[src/hdl/cllm_pkg.sv]
// ============================================================================
// cllm_pkg
// Shared widths, codes and controller/datapath interface types for the
// cursor linked list manager.
// ============================================================================
package cllm_pkg;

    localparam int POOL_SIZE_DEF = 64;

    localparam int LINK_W = 7;
    localparam int SLOT_W = 6;
    localparam int CH_W   = 8;
    localparam int POS_W  = 7;
    localparam int ST_W   = 3;
    localparam int CMD_W  = 2;

    // null link: all ones
    localparam logic [LINK_W-1:0] NIL = '1;

    localparam logic [CMD_W-1:0] CMD_INSERT = 2'd0;
    localparam logic [CMD_W-1:0] CMD_DELETE = 2'd1;
    localparam logic [CMD_W-1:0] CMD_DUMP   = 2'd2;

    localparam logic [ST_W-1:0] ST_OK        = 3'd0;
    localparam logic [ST_W-1:0] ST_FULL      = 3'd1;
    localparam logic [ST_W-1:0] ST_NOT_FOUND = 3'd2;
    localparam logic [ST_W-1:0] ST_RANGE     = 3'd3;
    localparam logic [ST_W-1:0] ST_EMPTY     = 3'd4;

    typedef enum logic [3:0] {
        OP_IDLE,
        OP_LOAD,
        OP_RD_CUR,
        OP_STEP,
        OP_RD_FREE,
        OP_TAKE_FREE,
        OP_INS_FRONT,
        OP_INS_NODE,
        OP_INS_LINK,
        OP_DEL_MID,
        OP_DEL_HEAD,
        OP_PUSH_FREE,
        OP_EMIT,
        OP_EMIT_DUMP
    } dp_op_t;

    typedef enum logic [1:0] {
        SEL_ZERO,
        SEL_NODE,
        SEL_CUR
    } slot_sel_t;

    typedef struct packed {
        dp_op_t            op;
        logic [ST_W-1:0]   status;
        slot_sel_t         sel;
    } dp_cmd_t;

    typedef struct packed {
        logic [CMD_W-1:0]  cmd;
        logic              pos_zero;
        logic              cur_ok;
        logic              free_ok;
        logic              prev_ok;
        logic              walk_more;
        logic              at_pos;
        logic              cnt_lt_pool;
        logic              dump_last;
        logic              match;
        logic              out_free;
    } dp_stat_t;

endpackage

[src/hdl/cllm_ram.sv]
// ============================================================================
// cllm_ram
// Generic single write port, single read port RAM with registered read data.
// Read data holds while no read is issued.
// ============================================================================
module cllm_ram #(
    parameter int WIDTH = 8,
    parameter int DEPTH = 64
) (
    input  logic                     clk,
    input  logic                     we,
    input  logic [$clog2(DEPTH)-1:0] waddr,
    input  logic [WIDTH-1:0]         wdata,
    input  logic                     re,
    input  logic [$clog2(DEPTH)-1:0] raddr,
    output logic [WIDTH-1:0]         rdata
);

    logic [WIDTH-1:0] mem [DEPTH];
    logic [WIDTH-1:0] rdata_reg;

    always_ff @(posedge clk)
    begin
        if (we)
        begin
            mem[waddr] <= wdata;
        end
        if (re)
        begin
            rdata_reg <= mem[raddr];
        end
    end

    assign rdata = rdata_reg;

endmodule

[src/hdl/cllm_dp.sv]
// ============================================================================
// cllm_dp
// Datapath: link and character RAMs, list/free heads, walk registers and the
// output register. Executes one micro-op per cycle from the controller.
// ============================================================================
module cllm_dp #(
    parameter int POOL_SIZE = cllm_pkg::POOL_SIZE_DEF
) (
    input  logic                           clk,
    input  logic                           rst_n,
    input  cllm_pkg::dp_cmd_t              cmd,
    output cllm_pkg::dp_stat_t             stat,
    input  logic [cllm_pkg::CMD_W-1:0]     in_cmd,
    input  logic [cllm_pkg::CH_W-1:0]      in_ch,
    input  logic [cllm_pkg::POS_W-1:0]     in_pos,
    output logic                           out_valid,
    input  logic                           out_ready,
    output logic [cllm_pkg::ST_W-1:0]      out_status,
    output logic [cllm_pkg::CH_W-1:0]      out_ch,
    output logic [cllm_pkg::SLOT_W-1:0]    out_slot,
    output logic                           out_last
);

    import cllm_pkg::*;

    localparam int AW = $clog2(POOL_SIZE);
    localparam logic [LINK_W-1:0] POOL_L = LINK_W'(POOL_SIZE);
    localparam logic [LINK_W-1:0] LAST_K = LINK_W'(POOL_SIZE - 1);

    // link value of a slot that was never written since reset
    function automatic logic [LINK_W-1:0] rst_link(input logic [AW-1:0] a);
        logic [LINK_W-1:0] r;
        if (a == AW'(POOL_SIZE - 1))
        begin
            r = NIL;
        end
        else
        begin
            r = LINK_W'(a) + LINK_W'(1);
        end
        return r;
    endfunction

    logic [CMD_W-1:0]     cmd_reg, cmd_next;
    logic [CH_W-1:0]      ch_reg, ch_next;
    logic [POS_W-1:0]     pos_reg, pos_next;
    logic [LINK_W-1:0]    cur_reg, cur_next;
    logic [LINK_W-1:0]    prev_reg, prev_next;
    logic [LINK_W-1:0]    cnt_reg, cnt_next;
    logic [LINK_W-1:0]    node_reg, node_next;
    logic [LINK_W-1:0]    free_head_reg, free_head_next;
    logic [LINK_W-1:0]    list_head_reg, list_head_next;
    logic [POOL_SIZE-1:0] written_reg, written_next;
    logic [AW-1:0]        rd_addr_reg, rd_addr_next;
    logic                 fresh_reg, fresh_next;
    logic                 out_valid_reg, out_valid_next;
    logic [ST_W-1:0]      out_status_reg, out_status_next;
    logic [CH_W-1:0]      out_ch_reg, out_ch_next;
    logic [SLOT_W-1:0]    out_slot_reg, out_slot_next;
    logic                 out_last_reg, out_last_next;

    logic                 link_we;
    logic [AW-1:0]        link_waddr;
    logic [LINK_W-1:0]    link_wdata;
    logic                 link_re;
    logic [AW-1:0]        link_raddr;
    logic [LINK_W-1:0]    link_q;
    logic                 char_we;
    logic [CH_W-1:0]      char_q;
    logic [LINK_W-1:0]    lq;
    logic                 lq_ok;
    logic                 dump_last;
    logic [SLOT_W-1:0]    slot_pick;

    cllm_ram #(
        .WIDTH (LINK_W),
        .DEPTH (POOL_SIZE)
    ) u_link_ram (
        .clk   (clk),
        .we    (link_we),
        .waddr (link_waddr),
        .wdata (link_wdata),
        .re    (link_re),
        .raddr (link_raddr),
        .rdata (link_q)
    );

    cllm_ram #(
        .WIDTH (CH_W),
        .DEPTH (POOL_SIZE)
    ) u_char_ram (
        .clk   (clk),
        .we    (char_we),
        .waddr (node_reg[AW-1:0]),
        .wdata (ch_reg),
        .re    (link_re),
        .raddr (link_raddr),
        .rdata (char_q)
    );

    assign lq        = fresh_reg ? rst_link(rd_addr_reg) : link_q;
    assign lq_ok     = lq < POOL_L;
    assign dump_last = !lq_ok || (cnt_reg >= LAST_K);

    always_comb
    begin
        case (cmd.sel)
            SEL_NODE: slot_pick = SLOT_W'(node_reg[AW-1:0]);
            SEL_CUR:  slot_pick = SLOT_W'(cur_reg[AW-1:0]);
            default:  slot_pick = '0;
        endcase
    end

    always_comb
    begin
        cmd_next        = cmd_reg;
        ch_next         = ch_reg;
        pos_next        = pos_reg;
        cur_next        = cur_reg;
        prev_next       = prev_reg;
        cnt_next        = cnt_reg;
        node_next       = node_reg;
        free_head_next  = free_head_reg;
        list_head_next  = list_head_reg;
        written_next    = written_reg;
        out_valid_next  = out_valid_reg & ~out_ready;
        out_status_next = out_status_reg;
        out_ch_next     = out_ch_reg;
        out_slot_next   = out_slot_reg;
        out_last_next   = out_last_reg;
        link_we         = 1'b0;
        link_waddr      = cur_reg[AW-1:0];
        link_wdata      = lq;
        link_re         = 1'b0;
        link_raddr      = cur_reg[AW-1:0];
        char_we         = 1'b0;

        case (cmd.op)
            OP_LOAD:
            begin
                cmd_next  = in_cmd;
                ch_next   = in_ch;
                pos_next  = in_pos;
                cur_next  = list_head_reg;
                prev_next = NIL;
                cnt_next  = (in_cmd == CMD_INSERT) ? LINK_W'(1) : '0;
            end
            OP_RD_CUR:
            begin
                link_re = 1'b1;
            end
            OP_STEP:
            begin
                prev_next = cur_reg;
                cur_next  = lq;
                cnt_next  = cnt_reg + LINK_W'(1);
            end
            OP_RD_FREE:
            begin
                link_re    = 1'b1;
                link_raddr = free_head_reg[AW-1:0];
            end
            OP_TAKE_FREE:
            begin
                node_next      = free_head_reg;
                free_head_next = lq;
            end
            OP_INS_FRONT:
            begin
                link_we        = 1'b1;
                link_waddr     = node_reg[AW-1:0];
                link_wdata     = list_head_reg;
                char_we        = 1'b1;
                list_head_next = node_reg;
            end
            OP_INS_NODE:
            begin
                link_we    = 1'b1;
                link_waddr = node_reg[AW-1:0];
                char_we    = 1'b1;
            end
            OP_INS_LINK:
            begin
                link_we    = 1'b1;
                link_wdata = node_reg;
            end
            OP_DEL_MID:
            begin
                link_we    = 1'b1;
                link_waddr = prev_reg[AW-1:0];
            end
            OP_DEL_HEAD:
            begin
                list_head_next = lq;
            end
            OP_PUSH_FREE:
            begin
                link_we        = 1'b1;
                link_wdata     = free_head_reg;
                free_head_next = cur_reg;
            end
            OP_EMIT:
            begin
                out_valid_next  = 1'b1;
                out_status_next = cmd.status;
                out_ch_next     = '0;
                out_slot_next   = slot_pick;
                out_last_next   = 1'b1;
            end
            OP_EMIT_DUMP:
            begin
                out_valid_next  = 1'b1;
                out_status_next = ST_OK;
                out_ch_next     = char_q;
                out_slot_next   = SLOT_W'(cur_reg[AW-1:0]);
                out_last_next   = dump_last;
                prev_next       = cur_reg;
                cur_next        = lq;
                cnt_next        = cnt_reg + LINK_W'(1);
            end
            default:
            begin
            end
        endcase

        if (link_we)
        begin
            written_next[link_waddr] = 1'b1;
        end
    end

    // reading a never-written link returns its reset value instead of RAM data
    assign rd_addr_next = link_re ? link_raddr : rd_addr_reg;
    assign fresh_next   = link_re ? !written_reg[link_raddr] : fresh_reg;

    always_ff @(posedge clk or negedge rst_n)
    begin
        if (!rst_n)
        begin
            free_head_reg <= '0;
            list_head_reg <= NIL;
            written_reg   <= '0;
            out_valid_reg <= 1'b0;
        end
        else
        begin
            free_head_reg <= free_head_next;
            list_head_reg <= list_head_next;
            written_reg   <= written_next;
            out_valid_reg <= out_valid_next;
        end
    end

    always_ff @(posedge clk)
    begin
        cmd_reg        <= cmd_next;
        ch_reg         <= ch_next;
        pos_reg        <= pos_next;
        cur_reg        <= cur_next;
        prev_reg       <= prev_next;
        cnt_reg        <= cnt_next;
        node_reg       <= node_next;
        rd_addr_reg    <= rd_addr_next;
        fresh_reg      <= fresh_next;
        out_status_reg <= out_status_next;
        out_ch_reg     <= out_ch_next;
        out_slot_reg   <= out_slot_next;
        out_last_reg   <= out_last_next;
    end

    always_comb
    begin
        stat.cmd         = cmd_reg;
        stat.pos_zero    = (pos_reg == '0);
        stat.cur_ok      = cur_reg < POOL_L;
        stat.free_ok     = free_head_reg < POOL_L;
        stat.prev_ok     = prev_reg < POOL_L;
        stat.walk_more   = (cnt_reg < LINK_W'(pos_reg)) && (cnt_reg <= POOL_L);
        stat.at_pos      = (cnt_reg == LINK_W'(pos_reg));
        stat.cnt_lt_pool = cnt_reg < POOL_L;
        stat.dump_last   = dump_last;
        stat.match       = (char_q == ch_reg);
        stat.out_free    = !out_valid_reg || out_ready;
    end

    assign out_valid  = out_valid_reg;
    assign out_status = out_status_reg;
    assign out_ch     = out_ch_reg;
    assign out_slot   = out_slot_reg;
    assign out_last   = out_last_reg;

endmodule

[src/hdl/cllm_ctrl.sv]
// ============================================================================
// cllm_ctrl
// Controller: sequences insert, delete and dump as micro-ops on the datapath.
// ============================================================================
module cllm_ctrl (
    input  logic                  clk,
    input  logic                  rst_n,
    input  logic                  in_valid,
    output logic                  in_ready,
    input  cllm_pkg::dp_stat_t    stat,
    output cllm_pkg::dp_cmd_t     cmd
);

    import cllm_pkg::*;

    typedef enum logic [4:0] {
        S_IDLE,
        S_DISPATCH,
        S_I_WALK,
        S_I_WAIT,
        S_I_FREE,
        S_I_FREE_W,
        S_I_FRONT,
        S_I_RD_PREV,
        S_I_PREV_W,
        S_I_LINK,
        S_D_LOOP,
        S_D_CHK,
        S_D_FREE,
        S_P_LOOP,
        S_P_OUT,
        S_EMIT
    } state_t;

    state_t          state_reg, state_next;
    logic [ST_W-1:0] st_reg, st_next;
    slot_sel_t       sel_reg, sel_next;

    always_comb
    begin
        state_next = state_reg;
        st_next    = st_reg;
        sel_next   = sel_reg;
        cmd.op     = OP_IDLE;
        cmd.status = st_reg;
        cmd.sel    = sel_reg;

        case (state_reg)
            S_IDLE:
            begin
                if (in_valid)
                begin
                    cmd.op     = OP_LOAD;
                    state_next = S_DISPATCH;
                end
            end
            S_DISPATCH:
            begin
                case (stat.cmd)
                    CMD_INSERT:
                    begin
                        state_next = S_I_WALK;
                    end
                    CMD_DELETE:
                    begin
                        if (stat.cur_ok)
                        begin
                            state_next = S_D_LOOP;
                        end
                        else
                        begin
                            state_next = S_EMIT;
                            st_next    = ST_EMPTY;
                            sel_next   = SEL_ZERO;
                        end
                    end
                    CMD_DUMP:
                    begin
                        if (stat.cur_ok)
                        begin
                            state_next = S_P_LOOP;
                        end
                        else
                        begin
                            state_next = S_EMIT;
                            st_next    = ST_EMPTY;
                            sel_next   = SEL_ZERO;
                        end
                    end
                    default:
                    begin
                        state_next = S_IDLE;
                    end
                endcase
            end
            S_I_WALK:
            begin
                if (stat.pos_zero)
                begin
                    state_next = S_I_FREE;
                end
                else if (stat.cur_ok && stat.walk_more)
                begin
                    cmd.op     = OP_RD_CUR;
                    state_next = S_I_WAIT;
                end
                else if (!stat.cur_ok || !stat.at_pos)
                begin
                    state_next = S_EMIT;
                    st_next    = ST_RANGE;
                    sel_next   = SEL_ZERO;
                end
                else
                begin
                    state_next = S_I_FREE;
                end
            end
            S_I_WAIT:
            begin
                cmd.op     = OP_STEP;
                state_next = S_I_WALK;
            end
            S_I_FREE:
            begin
                if (!stat.free_ok)
                begin
                    state_next = S_EMIT;
                    st_next    = ST_FULL;
                    sel_next   = SEL_ZERO;
                end
                else
                begin
                    cmd.op     = OP_RD_FREE;
                    state_next = S_I_FREE_W;
                end
            end
            S_I_FREE_W:
            begin
                cmd.op     = OP_TAKE_FREE;
                state_next = stat.pos_zero ? S_I_FRONT : S_I_RD_PREV;
            end
            S_I_FRONT:
            begin
                cmd.op     = OP_INS_FRONT;
                state_next = S_EMIT;
                st_next    = ST_OK;
                sel_next   = SEL_NODE;
            end
            S_I_RD_PREV:
            begin
                cmd.op     = OP_RD_CUR;
                state_next = S_I_PREV_W;
            end
            S_I_PREV_W:
            begin
                cmd.op     = OP_INS_NODE;
                state_next = S_I_LINK;
            end
            S_I_LINK:
            begin
                cmd.op     = OP_INS_LINK;
                state_next = S_EMIT;
                st_next    = ST_OK;
                sel_next   = SEL_NODE;
            end
            S_D_LOOP:
            begin
                if (stat.cur_ok && stat.cnt_lt_pool)
                begin
                    cmd.op     = OP_RD_CUR;
                    state_next = S_D_CHK;
                end
                else
                begin
                    state_next = S_EMIT;
                    st_next    = ST_NOT_FOUND;
                    sel_next   = SEL_ZERO;
                end
            end
            S_D_CHK:
            begin
                if (stat.match)
                begin
                    cmd.op     = stat.prev_ok ? OP_DEL_MID : OP_DEL_HEAD;
                    state_next = S_D_FREE;
                end
                else
                begin
                    cmd.op     = OP_STEP;
                    state_next = S_D_LOOP;
                end
            end
            S_D_FREE:
            begin
                cmd.op     = OP_PUSH_FREE;
                state_next = S_EMIT;
                st_next    = ST_OK;
                sel_next   = SEL_CUR;
            end
            S_P_LOOP:
            begin
                cmd.op     = OP_RD_CUR;
                state_next = S_P_OUT;
            end
            S_P_OUT:
            begin
                // RAM read data holds while the output register is full
                if (stat.out_free)
                begin
                    cmd.op     = OP_EMIT_DUMP;
                    state_next = stat.dump_last ? S_IDLE : S_P_LOOP;
                end
            end
            S_EMIT:
            begin
                if (stat.out_free)
                begin
                    cmd.op     = OP_EMIT;
                    state_next = S_IDLE;
                end
            end
            default:
            begin
                state_next = S_IDLE;
            end
        endcase
    end

    always_ff @(posedge clk or negedge rst_n)
    begin
        if (!rst_n)
        begin
            state_reg <= S_IDLE;
            st_reg    <= ST_OK;
            sel_reg   <= SEL_ZERO;
        end
        else
        begin
            state_reg <= state_next;
            st_reg    <= st_next;
            sel_reg   <= sel_next;
        end
    end

    assign in_ready = (state_reg == S_IDLE);

endmodule

[src/hdl/cursor_linked_list_manager_top.sv]
// ============================================================================
// cursor_linked_list_manager_top
// Pool of nodes kept as a character list and a free list of next links;
// insert, delete-first-match and dump commands with status reporting.
// ============================================================================
//  channel   dir  signals                   beat contents
//  s_*       in   tvalid tready tuser tdata  tuser: cmd; tdata: ch, position
//  m_*       out  tvalid tready tuser tdata  tuser: status; tdata: ch_out, slot;
//                 tlast                      tlast: last
//
//  One command at a time; s_tready is high only while idle.
//  Each list element walked takes a link RAM read state and a following state:
//  the registered link RAM read feeds the next address.
//  No clearing pass after reset: per-slot written bits give the reset links.
//  m_tready low stalls the walk at the output register.
// ============================================================================
module cursor_linked_list_manager_top #(
    parameter int POOL_SIZE = cllm_pkg::POOL_SIZE_DEF
) (
    input  logic        clk,
    input  logic        rst_n,
    input  logic        s_tvalid,
    output logic        s_tready,
    input  logic [1:0]  s_tuser,    // [1:0] cmd
    input  logic [15:0] s_tdata,    // [7:0] ch, [14:8] position, [15] zero
    output logic        m_tvalid,
    input  logic        m_tready,
    output logic [2:0]  m_tuser,    // [2:0] status
    output logic [15:0] m_tdata,    // [7:0] ch_out, [13:8] slot, [15:14] zero
    output logic        m_tlast
);

    import cllm_pkg::*;

    dp_cmd_t             dp_cmd;
    dp_stat_t            dp_stat;
    logic [CH_W-1:0]     out_ch;
    logic [SLOT_W-1:0]   out_slot;

    cllm_ctrl u_ctrl (
        .clk      (clk),
        .rst_n    (rst_n),
        .in_valid (s_tvalid),
        .in_ready (s_tready),
        .stat     (dp_stat),
        .cmd      (dp_cmd)
    );

    cllm_dp #(
        .POOL_SIZE (POOL_SIZE)
    ) u_dp (
        .clk        (clk),
        .rst_n      (rst_n),
        .cmd        (dp_cmd),
        .stat       (dp_stat),
        .in_cmd     (s_tuser),
        .in_ch      (s_tdata[7:0]),
        .in_pos     (s_tdata[14:8]),
        .out_valid  (m_tvalid),
        .out_ready  (m_tready),
        .out_status (m_tuser),
        .out_ch     (out_ch),
        .out_slot   (out_slot),
        .out_last   (m_tlast)
    );

    assign m_tdata = {2'b00, out_slot, out_ch};

    // a command is still busy in the cycle after its beat is taken
    assert property (@(posedge clk) disable iff (!rst_n)
        s_tvalid && s_tready |=> !s_tready)
        else $error("input accepted on consecutive cycles");

    // results are only written into a free output register
    assert property (@(posedge clk) disable iff (!rst_n)
        (dp_cmd.op == OP_EMIT || dp_cmd.op == OP_EMIT_DUMP) |-> dp_stat.out_free)
        else $error("output register overwritten");

    // back in idle only after the final result of the command
    assert property (@(posedge clk) disable iff (!rst_n)
        m_tvalid && s_tready |-> m_tlast)
        else $error("idle with a non-final result pending");

endmodule

[config.mk]
export PLATFORM = sky130hd
export DESIGN_NAME = cursor_linked_list_manager_top
export DESIGN_NICKNAME = d
export VERILOG_FILES = /design/src/hdl/cllm_pkg.sv /design/src/hdl/cllm_ram.sv /design/src/hdl/cllm_dp.sv /design/src/hdl/cllm_ctrl.sv /design/src/hdl/cursor_linked_list_manager_top.sv
export SDC_FILE = /design/constraint.sdc
export NUM_CORES = 2
export LEC_CHECK = 0
export ABC_AREA = 1
export BUFFER_PORTS_ARGS = -buffer_cell sky130_fd_sc_hd__buf_2
export CELL_PAD_IN_SITES_DETAIL_PLACEMENT = 0
export CELL_PAD_IN_SITES_GLOBAL_PLACEMENT = 1
export CORE_UTILIZATION = 51
export DETAILED_ROUTE_END_ITERATION = 10
export GPL_TIMING_DRIVEN = 0
export PLACE_DENSITY = 0.87
export SLEW_MARGIN = 40
export SYNTH_ARGS = -nofsm -noshare
export SYNTH_HDL_FRONTEND = slang
export SYNTH_HIERARCHICAL = 1
export SYNTH_SLANG_ARGS = --single-unit
export TNS_END_PERCENT = 30
[constraint.sdc]
create_clock -name clk -period 8 [get_ports clk]
set_clock_uncertainty 0.2 [all_clocks]
set_input_delay 0 -clock clk [delete_from_list [all_inputs] [get_ports clk]]
set_output_delay 0 -clock clk [all_outputs]
set_load 0.02 [all_outputs]
==> results.txt <==
----------------------------------------------------
[Synth]
  Flops & latches, synth ... between 1000 and 1500
  Ys async rst share ... 0.0777
  Top-area cell type share of the netlist area ... 0.650
  Ys flop type ... edfxtp_1
  Syn Std Cell Area ... between 0.04 and 0.05 mm2
  Netlist cell types ... between 50 and 60
  Yosys top cell by area ... edfxtp_1
  Number of warning messages in the yosys log ... 6
  Most frequent cell after synthesis ... nand2_1
  Mapped Cells ... around 4300
  Most area-consuming cells after synthesis ... edfxtp_1 (65%), nand2_1 (11%), nand3_1 (9.6%)
  Fraction of the yosys area taken by sequential cells ... 0.696
  Top cell types by occurrence after synthesis ... nand2_1 (1397), edfxtp_1 (1045), nand3_1 (929)
  Post-synth EDFFs ... 1045
  Post-Synthesis Mean Instance Area ... about 11 um2

[Setup path]
  Data arrival, critical path ... approximately 6400 ps
  Classification of the worst setup path ... reg2reg
  Startpoint type of the worst setup path ... flop
  FF-to-FF setup slack ... between 1500 and 2000 ps
  Worst r2r src ... u_dp/cnt_reg[2]
  Category of the worst setup path capture point ... flop
  Highest fanout seen on the critical path ... 10
  Worst Path Required ... slightly above 8000 ps
  Critical Path Start ... u_dp/cnt_reg[2]

[Die]
  Count of pins on the block boundary ... 44
  Chip width ... between 300 and 400 um
  Height of the die ... 310 um
  Placeable core region ... between 0.09 and 0.1 mm2
  Number of rows created at floorplan ... about 110
  Full die area ... 0.0959 mm2
  Starting Density ... 0.516

[Placement]
  Cell count after placement ... between 5000 and 6000
  Global placement routability congestion ... approximately 0.98
  Worst slack after detailed placement ... 2200 ps
  I/O Buffers ... 40
  Hpwl dp ... slightly below 100000 um

[Global routing]
  First-pass GRT wire length ... 208000 um
  GR met1 Demand/Resource ... 0.402
  Global Route met3 Usage ... 0.0528
  Pin count of the biggest net entering global routing ... 48
  Remaining global-route overflow ... 0
  Global router's overall resource usage ... 0.295
  GRT Max-Usage Layer ... met2
  Via count of the first global-routing pass ... 32900
  Initial antenna violation count ... 4
  Met2 layer usage reported by global route ... 0.468

[Final layout]
  Max reg flops ... 512
  Number of nets in the layout ... roughly 4600
  Share of post-route cells with drive strength above 1 ... 0.125
  Post-route non-filler standard cell count ... ~6000
  Area overhead of the layout relative to synthesis ... 14.4%

[Min path]
  Min-Delay Startpoint ... s_tvalid
  Hold Path Class ... in2reg

[STA]
  Final Max Tran Viols ... 0
  Post-route clock period utilization ... 0.772
  Smallest setup slack after layout ... between 1500 and 2000 ps
  Final Hold Fails ... 0
  Setup repair after global routing missed its margin ... false
  Worst hold-check slack ... roughly 180 ps
  Max Freq ... approximately 160 MHz
  Fin Setup TNS ... 0 ps
  Setup-failing EPs final ... 0
  Crit path time final ... a little over 6000 ps
  Max-slew headroom at the worst pin ... 0.402
  Actual transition at the worst max-transition pin ... approximately 890 ps

[Clock network]
  CTS buffer count ... around 110
  Clock sink count ... between 1000 and 1500
  Number of setup buffers added after CTS ... 0
  TritonCTS clock tree ... yes
  CTS-repair resized insts ... 0
  Clk slew on worst S/H paths ... 70 ps
  Worst-case clock buffer depth ... 3
  Clock root buffer ... clkbuf_16
  Worst-Skew Late Latency ... 710 ps
  CTS H-tree lvls ... 3

[Drt]
  Count of nets left with antenna violations after detail routing ... 0
  Wire length reported by the detailed router ... approximately 140000 um
  Average wire per standard cell ... approximately 24 um
  Detailed-route DRC error count ... 0
  Average via count per standard cell ... approximately 5.9
  Number of vias in the routed layout ... ~35000
  Detailed-router iteration count before antenna repair ... 6
  Initial drt markers ... 4337

[Job]
  Number of max-cap violations ... 0

[Status]
  Status ... finished clean

----------------------------------------------------
worst paths after layout:
kind / end / cells after the start
max: u_dp/u_char_ram/rdata[4] / 19
min: u_ctrl/state_reg[2] / 6
max reg2reg: u_dp/u_char_ram/rdata[4] / 19
min reg2reg: u_dp/written_reg[48] / 1
max in group asynchronous: u_dp/list_head_reg[6] / 5
min in group asynchronous: u_dp/written_reg[31] / 4
worst max-delay path, cell delays in order, from the launching register on:
cell      delay (ps)
edfxtp_1         450
ha_1             320
nand2_1           70
o21ai_0          180
nor3b_1          210
nor4_1           110
nand3_1          120
o21a_1           140
nand3_1          290
nor2_2           380
nand2_2          180
buf_6            200
o21ai_0          560
inv_1            620
clkbuf_1         360
inv_1            310
clkbuf_1         480
nand3_1          210
nand3_1          230
nand2_1          220
what timing repair did:
| item | CTS | global route |
|---|---|---|
| endpoints found under the hold margin | 118 | 0 |
| endpoints found under the setup margin | 0 | 0 |
| hold buffers | 39 | 0 |
stage by stage:
step,area [um2],util
after floorplan,48300,-
after global placement,50000,0.535
after detailed placement,51300,0.548
after CTS,55200,0.590
after global routing,55200,0.590
final,55200,0.590
cells in the final DEF, fill, tap and decap left out, types with 4 or more instances in the layout:
cell type and count:
nor3_1 5, buf_8 29, nand2_2 9, o21ai_0 26, a21oi_1 20, o221ai_1 7
o21ai_4 11, dlygate4sd3_1 38, nor2_1 148, inv_6 5, nand3_2 5, bufinv_16 6
clkbuf_16 113, buf_16 6, inv_1 125, buf_6 73, clkinv_2 24, o21bai_1 64
clkbuf_1 64, nand2_1 1397, o22ai_1 14, inv_2 12, o211ai_1 4, edfxtp_1 1045
ha_1 16, nand4_1 26, buf_2 153, buf_4 35, nor2_2 48, dfstp_2 7
nand3_1 929, buf_1 21, nor4_2 16, clkinv_1 19, dfrtp_1 81, nor2_4 4
xnor2_1 8
kinds of logic after synthesis:
| kind of cell | Yosys count | synth area share |
|---|---|---|
| fa+ha+maj | 16 | 0.00415 |
| other cells | 1 | 0.0000777 |
| xor+xnor | 9 | 0.00163 |
| flops | 1133 | 0.696 |
| compound gates | 167 | 0.0248 |
| simple gates | 2602 | 0.233 |
| buf+inv | 369 | 0.0410 |
metal layers:
| layer | part of all wire | vias up |
|---|---|---|
| met2 | 0.46 | 2047 |
| met5 | 0 | - |
| li1 | - | 15600 |
| met3 | 0.11 | 360 |
| met1 | 0.39 | 16900 |
| met4 | 0.043 | 0 |
cell type report:
cell class | instances | area, um2
sequential | 1133 | 33600
multi-input combinational | 2796 | 13000
clock buffer | 142 | 2970
inverter | 139 | 529
antenna | 3 | 7.51
fill | 7581 | 38400
timing repair buffer | 163 | 1610
tap | 1254 | 1570
clock inverter | 60 | 508
buffer | 230 | 1450
Power is left out: the tool's default activity adds up to more than one toggle a clock period on the data nets, which glitch-free logic cannot reach.
